===== config.mk =====
export PLATFORM = sky130hd
export DESIGN_NAME = keyed_unique_stack_core_flat
export DESIGN_NICKNAME = d
export VERILOG_FILES = /design/src/kus_pkg.sv /design/src/kus_if.sv /design/src/kus_ram.sv /design/src/kus_ctrl.sv /design/src/kus_dp.sv /design/src/keyed_unique_stack_core.sv /design/src/flat_wrapper.sv
export SDC_FILE = /design/constraint.sdc
export NUM_CORES = 1
export LEC_CHECK = 0
export BUFFER_PORTS_ARGS = -buffer_cell sky130_fd_sc_hd__buf_2
export CAP_MARGIN = 20
export CORE_ASPECT_RATIO = 0.5
export CORE_MARGIN = 2
export CORE_UTILIZATION = 55
export CTS_CLUSTER_SIZE = 10
export DETAILED_ROUTE_END_ITERATION = 16
export PLACE_DENSITY = 0.81
export RECOVER_POWER = 25
export SKIP_LAST_GASP = 1
export SYNTH_ARGS = -nofsm -noshare
export SYNTH_HDL_FRONTEND = slang
export SYNTH_HIERARCHICAL = 1
export SYNTH_SLANG_ARGS = --single-unit

===== constraint.sdc =====
create_clock -name clk -period 22.6 [get_ports clk]
set_input_delay 1.13 -clock clk [delete_from_list [all_inputs] [get_ports clk]]
set_output_delay 1.13 -clock clk [all_outputs]
set_load 0.005 [all_outputs]

===== src/kus_pkg.sv =====
// ----------------------------------------------------------------------------
// kus_pkg
// Shared field widths, operation and status codes, controller states and the
// command and status bundles between the controller and the datapath.
// ----------------------------------------------------------------------------
`default_nettype none

package kus_pkg;

  localparam int ACT_W  = 2;
  localparam int KEY_W  = 32;
  localparam int PAY_W  = 16;
  localparam int STS_W  = 2;
  localparam int FILL_W = 5;

  // Requested operation.
  typedef enum logic [ACT_W-1:0] {
    ACT_PUSH   = 2'd0,
    ACT_POP    = 2'd1,
    ACT_TOP    = 2'd2,
    ACT_SEARCH = 2'd3
  } kus_act_t;

  // Result status.
  typedef enum logic [STS_W-1:0] {
    STS_OK   = 2'd0,
    STS_DUP  = 2'd1,
    STS_MISS = 2'd2,
    STS_FULL = 2'd3
  } kus_sts_code_t;

  // How the datapath forms the result when the controller captures it.
  typedef enum logic [1:0] {
    RES_DATA = 2'd0,
    RES_MISS = 2'd1,
    RES_DUP  = 2'd2,
    RES_PUSH = 2'd3
  } kus_res_t;

  typedef enum logic [2:0] {
    ST_IDLE,
    ST_DISPATCH,
    ST_SCAN,
    ST_TOP_CAP,
    ST_POST
  } kus_state_t;

  typedef struct packed {
    logic     load;
    logic     scan;
    logic     capture;
    kus_res_t res_sel;
    logic     post;
  } kus_cmd_t;

  typedef struct packed {
    kus_act_t action;
    logic     empty;
    logic     hit;
    logic     exhausted;
    logic     out_busy;
  } kus_sts_t;

endpackage

`default_nettype wire


===== src/kus_if.sv =====
// ----------------------------------------------------------------------------
// kus_in_if / kus_out_if
// Valid/ready channels for request items and result items.
// ----------------------------------------------------------------------------
`default_nettype none

interface kus_in_if;
  logic                     valid;
  logic                     ready;
  logic [kus_pkg::ACT_W-1:0] action;
  logic [kus_pkg::KEY_W-1:0] key;
  logic [kus_pkg::PAY_W-1:0] payload;

  modport source (output valid, output action, output key, output payload, input ready);
  modport sink   (input valid, input action, input key, input payload, output ready);
endinterface

interface kus_out_if;
  logic                      valid;
  logic                      ready;
  logic [kus_pkg::STS_W-1:0]  status;
  logic [kus_pkg::KEY_W-1:0]  out_key;
  logic [kus_pkg::PAY_W-1:0]  out_payload;
  logic                      is_empty;
  logic [kus_pkg::FILL_W-1:0] fill_count;

  modport source (output valid, output status, output out_key, output out_payload,
                  output is_empty, output fill_count, input ready);
  modport sink   (input valid, input status, input out_key, input out_payload,
                  input is_empty, input fill_count, output ready);
endinterface

`default_nettype wire


===== src/kus_ram.sv =====
// ----------------------------------------------------------------------------
// kus_ram
// Generic simple dual-port RAM: one write port, one read port, registered read.
// ----------------------------------------------------------------------------
`default_nettype none

module kus_ram #(
  parameter int WIDTH = 48,
  parameter int DEPTH = 16
) (
  input  wire logic                     clk,
  input  wire logic                     we,
  input  wire logic [$clog2(DEPTH)-1:0] waddr,
  input  wire logic [WIDTH-1:0]         wdata,
  input  wire logic [$clog2(DEPTH)-1:0] raddr,
  output logic      [WIDTH-1:0]         rdata
);

  logic [WIDTH-1:0] mem [DEPTH];

  always_ff @(posedge clk) begin
    if (we) begin
      mem[waddr] <= wdata;
    end
    rdata <= mem[raddr];
  end

endmodule

`default_nettype wire


===== src/kus_ctrl.sv =====
// ----------------------------------------------------------------------------
// kus_ctrl
// Controller: sequences one request at a time through dispatch, key scan or
// top read, result capture and hand-off to the output register.
// ----------------------------------------------------------------------------
`default_nettype none

module kus_ctrl (
  input  wire logic              clk,
  input  wire logic              rst_n,
  input  wire logic              in_valid,
  output logic                   in_ready,
  input  wire kus_pkg::kus_sts_t sts,
  output kus_pkg::kus_cmd_t      cmd
);

  kus_pkg::kus_state_t state_r, state_nxt;
  logic is_push;

  always_ff @(posedge clk) begin
    if (!rst_n) begin
      state_r <= kus_pkg::ST_IDLE;
    end else begin
      state_r <= state_nxt;
    end
  end

  assign is_push = (sts.action == kus_pkg::ACT_PUSH);

  always_comb begin
    state_nxt   = state_r;
    cmd         = '0;
    cmd.res_sel = kus_pkg::RES_MISS;
    in_ready    = 1'b0;
    case (state_r)
      kus_pkg::ST_IDLE: begin
        in_ready = 1'b1;
        if (in_valid) begin
          cmd.load  = 1'b1;
          state_nxt = kus_pkg::ST_DISPATCH;
        end
      end
      kus_pkg::ST_DISPATCH: begin
        if (sts.action == kus_pkg::ACT_POP || sts.action == kus_pkg::ACT_TOP) begin
          if (sts.empty) begin
            cmd.capture = 1'b1;
            cmd.res_sel = kus_pkg::RES_MISS;
            state_nxt   = kus_pkg::ST_POST;
          end else begin
            // The read port addresses the top slot whenever no scan runs.
            state_nxt = kus_pkg::ST_TOP_CAP;
          end
        end else begin
          cmd.scan  = 1'b1;
          state_nxt = kus_pkg::ST_SCAN;
        end
      end
      kus_pkg::ST_SCAN: begin
        cmd.scan = 1'b1;
        if (sts.hit) begin
          cmd.capture = 1'b1;
          cmd.res_sel = is_push ? kus_pkg::RES_DUP : kus_pkg::RES_DATA;
          state_nxt   = kus_pkg::ST_POST;
        end else if (sts.exhausted) begin
          cmd.capture = 1'b1;
          cmd.res_sel = is_push ? kus_pkg::RES_PUSH : kus_pkg::RES_MISS;
          state_nxt   = kus_pkg::ST_POST;
        end
      end
      kus_pkg::ST_TOP_CAP: begin
        cmd.capture = 1'b1;
        cmd.res_sel = kus_pkg::RES_DATA;
        state_nxt   = kus_pkg::ST_POST;
      end
      kus_pkg::ST_POST: begin
        if (!sts.out_busy) begin
          cmd.post  = 1'b1;
          state_nxt = kus_pkg::ST_IDLE;
        end
      end
      default: begin
        state_nxt = kus_pkg::ST_IDLE;
      end
    endcase
  end

endmodule

`default_nettype wire


===== src/kus_dp.sv =====
// ----------------------------------------------------------------------------
// kus_dp
// Datapath: request register, record RAM, scan counter, depth register,
// result register and the output register of the result channel.
// ----------------------------------------------------------------------------
`default_nettype none

module kus_dp #(
  parameter int DEPTH = 16
) (
  input  wire logic                        clk,
  input  wire logic                        rst_n,
  input  wire kus_pkg::kus_cmd_t           cmd,
  output kus_pkg::kus_sts_t                sts,
  input  wire logic [kus_pkg::ACT_W-1:0]   in_action,
  input  wire logic [kus_pkg::KEY_W-1:0]   in_key,
  input  wire logic [kus_pkg::PAY_W-1:0]   in_payload,
  output logic                             out_valid,
  input  wire logic                        out_ready,
  output logic      [kus_pkg::STS_W-1:0]   out_status,
  output logic      [kus_pkg::KEY_W-1:0]   out_key,
  output logic      [kus_pkg::PAY_W-1:0]   out_payload,
  output logic                             out_is_empty,
  output logic      [kus_pkg::FILL_W-1:0]  out_fill_count
);

  localparam int AW = $clog2(DEPTH);
  localparam int DW = $clog2(DEPTH + 1);
  localparam int RW = kus_pkg::KEY_W + kus_pkg::PAY_W;
  localparam logic [DW-1:0] DEPTH_C = DW'(DEPTH);

  kus_pkg::kus_act_t        act_r;
  logic [kus_pkg::KEY_W-1:0] key_r;
  logic [kus_pkg::PAY_W-1:0] pay_r;

  logic [DW-1:0] depth_r, depth_nxt;
  logic [DW-1:0] idx_r, idx_nxt;
  logic          rd_vld_r, rd_vld_nxt;
  logic [DW-1:0] top_addr;

  logic          ram_we;
  logic [AW-1:0] ram_raddr;
  logic [RW-1:0] ram_rdata;
  logic [kus_pkg::KEY_W-1:0] rd_key;
  logic [kus_pkg::PAY_W-1:0] rd_pay;

  kus_pkg::kus_sts_code_t    res_status_r, res_status_nxt;
  logic [kus_pkg::KEY_W-1:0] res_key_r, res_key_nxt;
  logic [kus_pkg::PAY_W-1:0] res_pay_r, res_pay_nxt;

  logic out_vld_r;
  logic [kus_pkg::STS_W-1:0]  out_status_r;
  logic [kus_pkg::KEY_W-1:0]  out_key_r;
  logic [kus_pkg::PAY_W-1:0]  out_pay_r;
  logic                       out_empty_r;
  logic [kus_pkg::FILL_W-1:0] out_fill_r;

  assign rd_key   = ram_rdata[RW-1:kus_pkg::PAY_W];
  assign rd_pay   = ram_rdata[kus_pkg::PAY_W-1:0];
  assign top_addr = depth_r - DW'(1);
  assign ram_raddr = cmd.scan ? idx_r[AW-1:0] : top_addr[AW-1:0];

  kus_ram #(
    .WIDTH (RW),
    .DEPTH (DEPTH)
  ) u_ram (
    .clk   (clk),
    .we    (ram_we),
    .waddr (depth_r[AW-1:0]),
    .wdata ({key_r, pay_r}),
    .raddr (ram_raddr),
    .rdata (ram_rdata)
  );

  // Scan counter: one read issued per cycle, compared in the cycle after.
  always_comb begin
    idx_nxt    = idx_r;
    rd_vld_nxt = 1'b0;
    if (cmd.load) begin
      idx_nxt = '0;
    end else if (cmd.scan && (idx_r < depth_r)) begin
      idx_nxt    = idx_r + DW'(1);
      rd_vld_nxt = 1'b1;
    end
  end

  always_comb begin
    depth_nxt      = depth_r;
    ram_we         = 1'b0;
    res_status_nxt = res_status_r;
    res_key_nxt    = res_key_r;
    res_pay_nxt    = res_pay_r;
    if (cmd.capture) begin
      res_key_nxt    = '0;
      res_pay_nxt    = '0;
      res_status_nxt = kus_pkg::STS_OK;
      case (cmd.res_sel)
        kus_pkg::RES_DATA: begin
          res_key_nxt = rd_key;
          res_pay_nxt = rd_pay;
          if (act_r == kus_pkg::ACT_POP) begin
            depth_nxt = top_addr;
          end
        end
        kus_pkg::RES_MISS: res_status_nxt = kus_pkg::STS_MISS;
        kus_pkg::RES_DUP:  res_status_nxt = kus_pkg::STS_DUP;
        kus_pkg::RES_PUSH: begin
          if (depth_r >= DEPTH_C) begin
            res_status_nxt = kus_pkg::STS_FULL;
          end else begin
            ram_we    = 1'b1;
            depth_nxt = depth_r + DW'(1);
          end
        end
        default: res_status_nxt = kus_pkg::STS_MISS;
      endcase
    end
  end

  always_ff @(posedge clk) begin
    if (!rst_n) begin
      depth_r   <= '0;
      rd_vld_r  <= 1'b0;
      out_vld_r <= 1'b0;
    end else begin
      depth_r  <= depth_nxt;
      rd_vld_r <= rd_vld_nxt;
      if (cmd.post) begin
        out_vld_r <= 1'b1;
      end else if (out_ready) begin
        out_vld_r <= 1'b0;
      end
    end
  end

  always_ff @(posedge clk) begin
    idx_r        <= idx_nxt;
    res_status_r <= res_status_nxt;
    res_key_r    <= res_key_nxt;
    res_pay_r    <= res_pay_nxt;
    if (cmd.load) begin
      act_r <= kus_pkg::kus_act_t'(in_action);
      key_r <= in_key;
      pay_r <= in_payload;
    end
    if (cmd.post) begin
      out_status_r <= res_status_r;
      out_key_r    <= res_key_r;
      out_pay_r    <= res_pay_r;
      out_empty_r  <= (depth_r == '0);
      out_fill_r   <= kus_pkg::FILL_W'(depth_r);
    end
  end

  assign sts.action    = act_r;
  assign sts.empty     = (depth_r == '0);
  assign sts.hit       = rd_vld_r && (rd_key == key_r);
  assign sts.exhausted = !rd_vld_r && (idx_r >= depth_r);
  assign sts.out_busy  = out_vld_r && !out_ready;

  assign out_valid      = out_vld_r;
  assign out_status     = out_status_r;
  assign out_key        = out_key_r;
  assign out_payload    = out_pay_r;
  assign out_is_empty   = out_empty_r;
  assign out_fill_count = out_fill_r;

endmodule

`default_nettype wire


===== src/keyed_unique_stack_core.sv =====
// ----------------------------------------------------------------------------
// keyed_unique_stack_core
// Bounded LIFO of keyed records with unique keys and search by key.
// ----------------------------------------------------------------------------
// The request channel (in_ch) carries an action (push, pop, top, search), a
// 32-bit key and a 16-bit payload handle. Each request gives exactly one
// transfer on the result channel (out_ch): status, returned key and payload
// (zero for pushes, misses and empty pops), empty flag and fill count.
// Requests are handled one at a time. Pop and top read the top slot and
// capture it as the result; on an empty stack they capture a miss instead.
// Push and search scan the stored keys from the bottom, one RAM read per
// cycle; a matching key (search hit or duplicate push) stops the scan early.
// Only after a hand-off does the controller go idle and take a new request.
// A new request is taken while an earlier result still waits in the output
// register. If the receiver stalls, the next result is held inside until the
// output register frees up, and no further request is taken meanwhile.
// Reset (synchronous, active low) empties the stack at once; record memory
// is not cleared since only slots below the fill level are ever used.
// ----------------------------------------------------------------------------
`default_nettype none

module keyed_unique_stack_core #(
  parameter int DEPTH = 16
) (
  input wire logic clk,
  input wire logic rst_n,
  kus_in_if.sink   in_ch,
  kus_out_if.source out_ch
);

  kus_pkg::kus_cmd_t cmd;
  kus_pkg::kus_sts_t sts;

  // Controller: one request in flight, scan loop and result hand-off.
  kus_ctrl u_ctrl (
    .clk      (clk),
    .rst_n    (rst_n),
    .in_valid (in_ch.valid),
    .in_ready (in_ch.ready),
    .sts      (sts),
    .cmd      (cmd)
  );

  // Datapath: record RAM, depth and scan counters, result registers.
  kus_dp #(
    .DEPTH (DEPTH)
  ) u_dp (
    .clk            (clk),
    .rst_n          (rst_n),
    .cmd            (cmd),
    .sts            (sts),
    .in_action      (in_ch.action),
    .in_key         (in_ch.key),
    .in_payload     (in_ch.payload),
    .out_valid      (out_ch.valid),
    .out_ready      (out_ch.ready),
    .out_status     (out_ch.status),
    .out_key        (out_ch.out_key),
    .out_payload    (out_ch.out_payload),
    .out_is_empty   (out_ch.is_empty),
    .out_fill_count (out_ch.fill_count)
  );

endmodule

`default_nettype wire


===== src/flat_wrapper.sv =====
// flat-port wrapper written by rule: the top's interface ports become plain ports
module keyed_unique_stack_core_flat 
#(
  parameter int DEPTH = 16
)
  (clk, rst_n, in_ch_valid, in_ch_action, in_ch_key, in_ch_payload, in_ch_ready, out_ch_valid, out_ch_status, out_ch_out_key, out_ch_out_payload, out_ch_is_empty, out_ch_fill_count, out_ch_ready);
  kus_in_if in_ch_i ();
  kus_out_if out_ch_i ();
  input wire logic clk;
  input wire logic rst_n;
  input wire logic [$bits(in_ch_i.valid)-1:0] in_ch_valid;
  input wire logic [$bits(in_ch_i.action)-1:0] in_ch_action;
  input wire logic [$bits(in_ch_i.key)-1:0] in_ch_key;
  input wire logic [$bits(in_ch_i.payload)-1:0] in_ch_payload;
  output wire logic [$bits(in_ch_i.ready)-1:0] in_ch_ready;
  output wire logic [$bits(out_ch_i.valid)-1:0] out_ch_valid;
  output wire logic [$bits(out_ch_i.status)-1:0] out_ch_status;
  output wire logic [$bits(out_ch_i.out_key)-1:0] out_ch_out_key;
  output wire logic [$bits(out_ch_i.out_payload)-1:0] out_ch_out_payload;
  output wire logic [$bits(out_ch_i.is_empty)-1:0] out_ch_is_empty;
  output wire logic [$bits(out_ch_i.fill_count)-1:0] out_ch_fill_count;
  input wire logic [$bits(out_ch_i.ready)-1:0] out_ch_ready;
  assign in_ch_i.valid = in_ch_valid;
  assign in_ch_i.action = in_ch_action;
  assign in_ch_i.key = in_ch_key;
  assign in_ch_i.payload = in_ch_payload;
  assign in_ch_ready = in_ch_i.ready;
  assign out_ch_valid = out_ch_i.valid;
  assign out_ch_status = out_ch_i.status;
  assign out_ch_out_key = out_ch_i.out_key;
  assign out_ch_out_payload = out_ch_i.out_payload;
  assign out_ch_is_empty = out_ch_i.is_empty;
  assign out_ch_fill_count = out_ch_i.fill_count;
  assign out_ch_i.ready = out_ch_ready;
  keyed_unique_stack_core #(.DEPTH(DEPTH)) u_core (.clk(clk), .rst_n(rst_n), .in_ch(in_ch_i), .out_ch(out_ch_i));
endmodule

## Word level (Yosys, flattened, before mapping)

Memories as Yosys holds them, arrays and structs flattened. A register that Yosys moved wholly into a read port is not among the register bits.
Index checks and enable logic that the tools add are counted.

| storage, ports and cells | value |
|---|---|
| memories kept | 1 |
| word-level logic and storage cells | 90 |
| output and inout bits | 58 |
| RAM bits | 768 |
| input port bits | 54 |
| register bits | 171 |

| cells by class | value |
|---|---|
| add/sub/neg operators | 3 |
| bitwise gates (word level) | 1 |
| multiplexer cells | 35 |
| magnitude comparators | 3 |
| eq/ne operators | 15 |
| reduce and logical (&&, ||, !) cells | 16 |

Memory list:

| memory | depth | bits a word | rd ports | clocked after memory_dff | write ports | RTL line | RTL |
|---|---|---|---|---|---|---|---|
| u_core.u_dp.u_ram.mem | 16 | 48 | 1 | 1 | 1 | kus_ram.sv:19 | `logic [WIDTH-1:0] mem [DEPTH];` |

Operator list:

| kind | number |
|---|---|
| 32-bit equality test | 1 |
| 3-bit two-way mux | 10 |
| 3-bit case mux with 5 select lines | 1 |
| 1-bit two-way mux | 14 |
| 5-bit by 1-bit adder with 5-bit output, second input constant | 2 |
| 5-bit two-way mux | 2 |
| 5-bit case mux with 2 select lines | 1 |
| 3-bit case mux with 3 select lines | 1 |
| 2-bit equality test, second input constant | 3 |
| 3-bit by 2-bit equality test with 1-bit output, second input constant | 2 |
| 2-bit two-way mux | 3 |
| 2-bit != test, second input constant | 3 |
| 2-bit case mux with 3 select lines | 1 |
| 5-bit greater-or-equal comparator | 1 |
| 5-bit greater-or-equal comparator, second input constant | 1 |
| 5-bit logical NOT | 1 |
| 5-bit < comparator | 1 |
| 5-bit by 1-bit subtractor with 5-bit output, second input constant | 1 |
| 2-bit by 1-bit equality test with 1-bit output, second input constant | 2 |
| 1-bit logical AND | 4 |
| 2-bit logical NOT | 2 |
| 4-bit two-way mux | 1 |
| 4-bit AND reduction | 1 |
| 2-bit nonzero test | 2 |
| 11 further kinds | 12 |

## Depth between registers and ports, before layout

| depth | value |
|---|---|
| depth in word-level cells | 10 |
| mapped depth | 16 |
| gate-level depth less buffers | 14 |

## By module

Netlist, hierarchy kept.

By module, submodules not included:

| module | sequential area each (µm²) | cells an instance | times used | area an instance (µm²) |
|---|---|---|---|---|
| kus_ram | 24023.0 | 1242 | 1 | 29691.0 |
| kus_dp | 4924.7 | 369 | 1 | 6273.5 |
| kus_ctrl | 60.1 | 32 | 1 | 236.5 |

## Worst setup path before layout

No wires, ideal clock.

| path | value |
|---|---|
| path kind | flip-flop to flip-flop |
| start | reg u_core.u_dp.depth_r[1] |
| end | mem u_core.u_dp.u_ram.mem[0][0] (enable) |
| clock period less this slack | 10049 ps |
| cell stages (with the launch flop) | 14 |
| required time | 22087 ps |
| buffers on the path | 1 |
| arrival time | 9536 ps |
| path slack | 12551 ps |
| library setup time | 513 ps |
| cell sequence | dfxtp_1 > inv_1 > ha_1 > nand4_1 > o21ai_1 > buf_2 > nor3_1 > nor2_1 > o21a_1 > nor2_1 > nor3_1 > and3_1 > or3b_2 > nor3_1 |

RTL lines:

| item | RTL line | RTL |
|---|---|---|
| from (decl) | kus_dp.sv:36 | `logic [DW-1:0] depth_r, depth_nxt;` |
| from (signal assigned) | kus_dp.sv:126 | `depth_r <= depth_nxt;` |
| to (decl) | kus_ram.sv:19 |  |

==> results.txt <==
Status: completed
Layout Cell Area excl Fill: 41040 µm²
Final RePlAce weighted congestion: 0.7653
Max FO, Critical Path: 52
Setup slack on the worst flop-to-flop path: 15.91 ns
Area Growth Syn to Fin: 13.36%
Worst clock skew: 0.04602 ns
Cell repeated most along the worst path: sky130_fd_sc_hd__buf_4
Final worst-path cycle share: 0.2960
Post-route minimum period: 6.691 ns
Clock tree root buffer cell: sky130_fd_sc_hd__clkbuf_16
Met3 track utilization from global routing: 0.07247
Register bit count reported by yosys: 987
Dominant cells by area after synthesis: sky130_fd_sc_hd__edfxtp_1 77%, sky130_fd_sc_hd__mux4_2 12%, sky130_fd_sc_hd__dfxtp_1 3.5%
R2r endpoint: u_core/u_dp/u_ram/mem[15][8]$_DFFE_PP_
Destination of the worst hold path: u_core/u_dp/out_key[20]$_DFFE_PP_
Final-layout worst hold slack: 0.4156 ns
Async SR Flop Fraction: 0
Hold path start: u_core/u_dp/res_key_r[20]$_SDFFCE_PN0P_
Layout cell share with drive strength beyond 1: 0.2407
WP data required: 22.89 ns
Worst reg2reg path depth: 12
Post-Route Setup TNS: 0 ns
Count of pins on the block boundary: 112
Peak ir drop on the vdd network: 0.06702 mV
Fraction of the yosys area taken by sequential cells: 0.8013
Sinks on Clock Net: 987
Worst hold path class: reg2reg
Hold_buf cts: 0
Cell taking the most area after synthesis: sky130_fd_sc_hd__edfxtp_1
Transition at the pin with the smallest max-transition slack: 1.107 ns
Met2 GRT Util: 0.4261
Number of search-and-repair iterations in the first detailed-routing pass: 6
Worst setup EP type: flip-flop
All-Layer GR Usage: 0.2660
Std-Cell Core Area: 65070 µm²
Die width: 366.8 µm
Buf/Inv on CP: 2
Worst Setup Path Type: reg2reg
Final hold violation count: 0
Highest clock frequency the design can meet: 0.1495 GHz
Delay of the slowest cell on the worst path: 0.93 ns
CTS H-tree lvls: 3
WL final: 89070 µm
Total power per unit cell area: 95.70 nW/µm²
Nets in the synthesized netlist: 1709
Yosys Warn Count: 6
Cell type of the slowest stage on the worst timing path: sky130_fd_sc_hd__nor2_4
GR Util met1: 0.3536
Top flip-flop cell by instance count after synthesis: sky130_fd_sc_hd__edfxtp_1
Routed vias: 18147
Placed wire-length estimate: 39100 µm
Post-CTS Repair Setup Buffers: 0
Most instantiated cells after synthesis: 924 x sky130_fd_sc_hd__edfxtp_1, 192 x sky130_fd_sc_hd__mux4_2, 97 x sky130_fd_sc_hd__a22oi_1, 63 x sky130_fd_sc_hd__dfxtp_1, 58 x sky130_fd_sc_hd__nand2_1
Initial DRC count: 2547
Hold path depth: 0
RSZ-0062 raised after global routing: no
Initial Utilization: 0.5563
Gate Count Post-Synth: 1643
CTS tree: built
Clock slew at the register clock pins of the worst setup and hold paths: 0.06 ns
Number of input and output port buffers inserted: 111
Antenna violations before repair: 0
Die area: 68010 µm²
Portion of synthesized cell area occupied by the leading cell type: 0.7665
Critical R2R Launch: u_core/u_dp/key_r[4]$_DFFE_PP_
First-pass GRT wire length: 129000 µm
Vias in the first global route: 18686
Total placed instance area: 37910 µm²
Largest net degree at the start of global routing: 71
Remaining Overflow, GRT: 0
Overall Power: 3.927 mW
Most used standard cell by instance count after synthesis: sky130_fd_sc_hd__edfxtp_1
Total leakage power: 13.44 nW
Max Cap Viol: 0
Clock latency on the worst-skew pair: 0.68 ns
Worst max-slew margin expressed relative to the limit: 0.2623
DRC viols: 0
Synthesized area per cell: 22.03 µm²
Number of CTS-inserted buffers: 108
Synth unique cells: 44
Average wire per cell in the routed design: 31.90 µm
Cell area after synthesis: 36200 µm²
Ordered list of cells on the worst path: xor2_1, nor4_1, nand4_1, nor3_1, o21a_1, nor2_1, nor3_2, buf_4, and3_1, nand3_1, nor2_4, buf_4
Post-CTS resize count: 0
Final number of setup-violating endpoints: 0
Number of buffers between clock root and the deepest sink: 3
Count of pins over their slew limit: 0
Number of enable flip-flop cells after synthesis: 924
Gr busiest metal: met2
Number of routed nets with antenna violations: 0
Vert. Die Dim: 185.4 µm
Category of cells accounting for the largest share of critical-path delay: simple AND/OR/NAND/NOR gates
Fin nets: 1889
Type of element launching the critical path: flip-flop
Number of vias per cell: 6.500
Number of standard-cell rows in the floorplan: 66
CP arrival: 6.98 ns
-- worst register-to-register path: stages, from the launching register on --
cell and delay [ns]:
sky130_fd_sc_hd__edfxtp_1 0.61, sky130_fd_sc_hd__xor2_1 0.26, sky130_fd_sc_hd__nor4_1 0.88, sky130_fd_sc_hd__nand4_1 0.29
sky130_fd_sc_hd__nor3_1 0.61, sky130_fd_sc_hd__o21a_1 0.22, sky130_fd_sc_hd__nor2_1 0.06, sky130_fd_sc_hd__nor3_2 0.17
sky130_fd_sc_hd__buf_4 0.80, sky130_fd_sc_hd__and3_1 0.40, sky130_fd_sc_hd__nand3_1 0.37, sky130_fd_sc_hd__nor2_4 0.93
sky130_fd_sc_hd__buf_4 0.71
-- cell families (layout without fill, tap and decap cells) --
family	count (synthesis)	in the layout	synth area share
AOI/OAI and AO/OA	137	137	0.02675
xor gates and xnor gates	35	35	0.008468
adders and majority gates	12	12	0.004147
buffers and inverters	88	352	0.01179
DFF	987	987	0.8013
muxes	196	196	0.1206
other	0	1	0
and+or+nand+nor	188	188	0.02699
-- final cells by class --
cell class	instances	area [µm²]
antenna	1	2.502
tap	884	1106
multi-input combinational	568	6944
clock buffer	188	3034
sequential	987	29010
clock inverter	6	102.6
inverter	14	52.55
timing repair buffer	144	787.0
fill	4042	24040
-- per-stage QoR --
step,worst slack (ns),std cells,util
after detailed placement,16.34,2596,0.5825
after global placement,16.43,2596,0.5825
after global routing,15.71,2791,0.6306
after floorplan,12.55,1643,-
after CTS,16.08,2790,0.6307
final,15.91,2792,0.6306
-- layer usage --
layer	part of all wire	vias to the layer above
met5	0	-
met1	0.36	9318
met4	0.036	0
met3	0.13	226
met2	0.48	1436
li1	-	7167
-- flip-flops by register name, summed over array words and instances, names as in the netlist, 2 cells and up --
name,cells
u_core/u_dp/out_status,2
u_core/u_dp/act_r,2
u_core/u_dp/out_payload,16
u_core/u_dp/res_status_r,2
u_core/u_dp/res_pay_r,16
u_core/u_dp/idx_r,5
u_core/u_ctrl/state_r,3
u_core/u_dp/out_key,32
u_core/u_dp/depth_r,5
u_core/u_dp/u_ram/mem,768
u_core/u_dp/u_ram/rdata,48
u_core/u_dp/out_fill_count,5
u_core/u_dp/key_r,32
u_core/u_dp/pay_r,16
u_core/u_dp/res_key_r,32
-- cell usage in the layout (no fill, tap or decap), types with 5 or more instances in the layout --
cell / instances
sky130_fd_sc_hd__dfxtp_1: 63
sky130_fd_sc_hd__clkbuf_16: 109
sky130_fd_sc_hd__buf_4: 32
sky130_fd_sc_hd__nand2b_1: 5
sky130_fd_sc_hd__buf_2: 88
sky130_fd_sc_hd__inv_1: 14
sky130_fd_sc_hd__ha_1: 11
sky130_fd_sc_hd__xor2_1: 31
sky130_fd_sc_hd__clkbuf_1: 101
sky130_fd_sc_hd__nor4_1: 8
sky130_fd_sc_hd__o21ai_0: 12
sky130_fd_sc_hd__edfxtp_1: 924
sky130_fd_sc_hd__nor3_1: 5
sky130_fd_sc_hd__nand2_1: 58
sky130_fd_sc_hd__a21oi_1: 16
sky130_fd_sc_hd__and2_1: 48
sky130_fd_sc_hd__a22oi_1: 97
sky130_fd_sc_hd__mux4_2: 192
sky130_fd_sc_hd__nor2_1: 12
sky130_fd_sc_hd__nor2_4: 14
sky130_fd_sc_hd__nor3_2: 5
-- power by group --
part	total, mW	internal, mW	switching [mW]
sequential	2.10	2.05	0.0503
clock	1.60	0.905	0.700
combinational	0.225	0.0936	0.131
total	3.93	3.05	0.881
-- worst max-delay path by stage --
| stage | depth (start not counted) | endpoint | slack, ns | startpoint |
|---|---|---|---|---|
| final | 12 | u_core/u_dp/u_ram/mem[15][8]$_DFFE_PP_ | 15.91 | u_core/u_dp/key_r[4]$_DFFE_PP_ |
| after global routing | 12 | u_core/u_dp/u_ram/mem[15][38]$_DFFE_PP_ | 15.71 | u_core/u_dp/key_r[4]$_DFFE_PP_ |
| after CTS | 12 | u_core/u_dp/u_ram/mem[14][37]$_DFFE_PP_ | 16.08 | u_core/u_dp/key_r[4]$_DFFE_PP_ |
| after detailed placement | 12 | u_core/u_dp/u_ram/mem[9][1]$_DFFE_PP_ | 16.34 | u_core/u_dp/key_r[0]$_DFFE_PP_ |
| after global placement | 12 | u_core/u_dp/u_ram/mem[14][5]$_DFFE_PP_ | 16.43 | u_core/u_dp/key_r[4]$_DFFE_PP_ |
| after floorplan | 13 | u_core/u_dp/u_ram/mem[0][0]$_DFFE_PP_ | 12.55 | u_core/u_dp/depth_r[1]$_SDFFE_PN0P_ |
No activity file was read; power rests on OpenSTA's default activity.
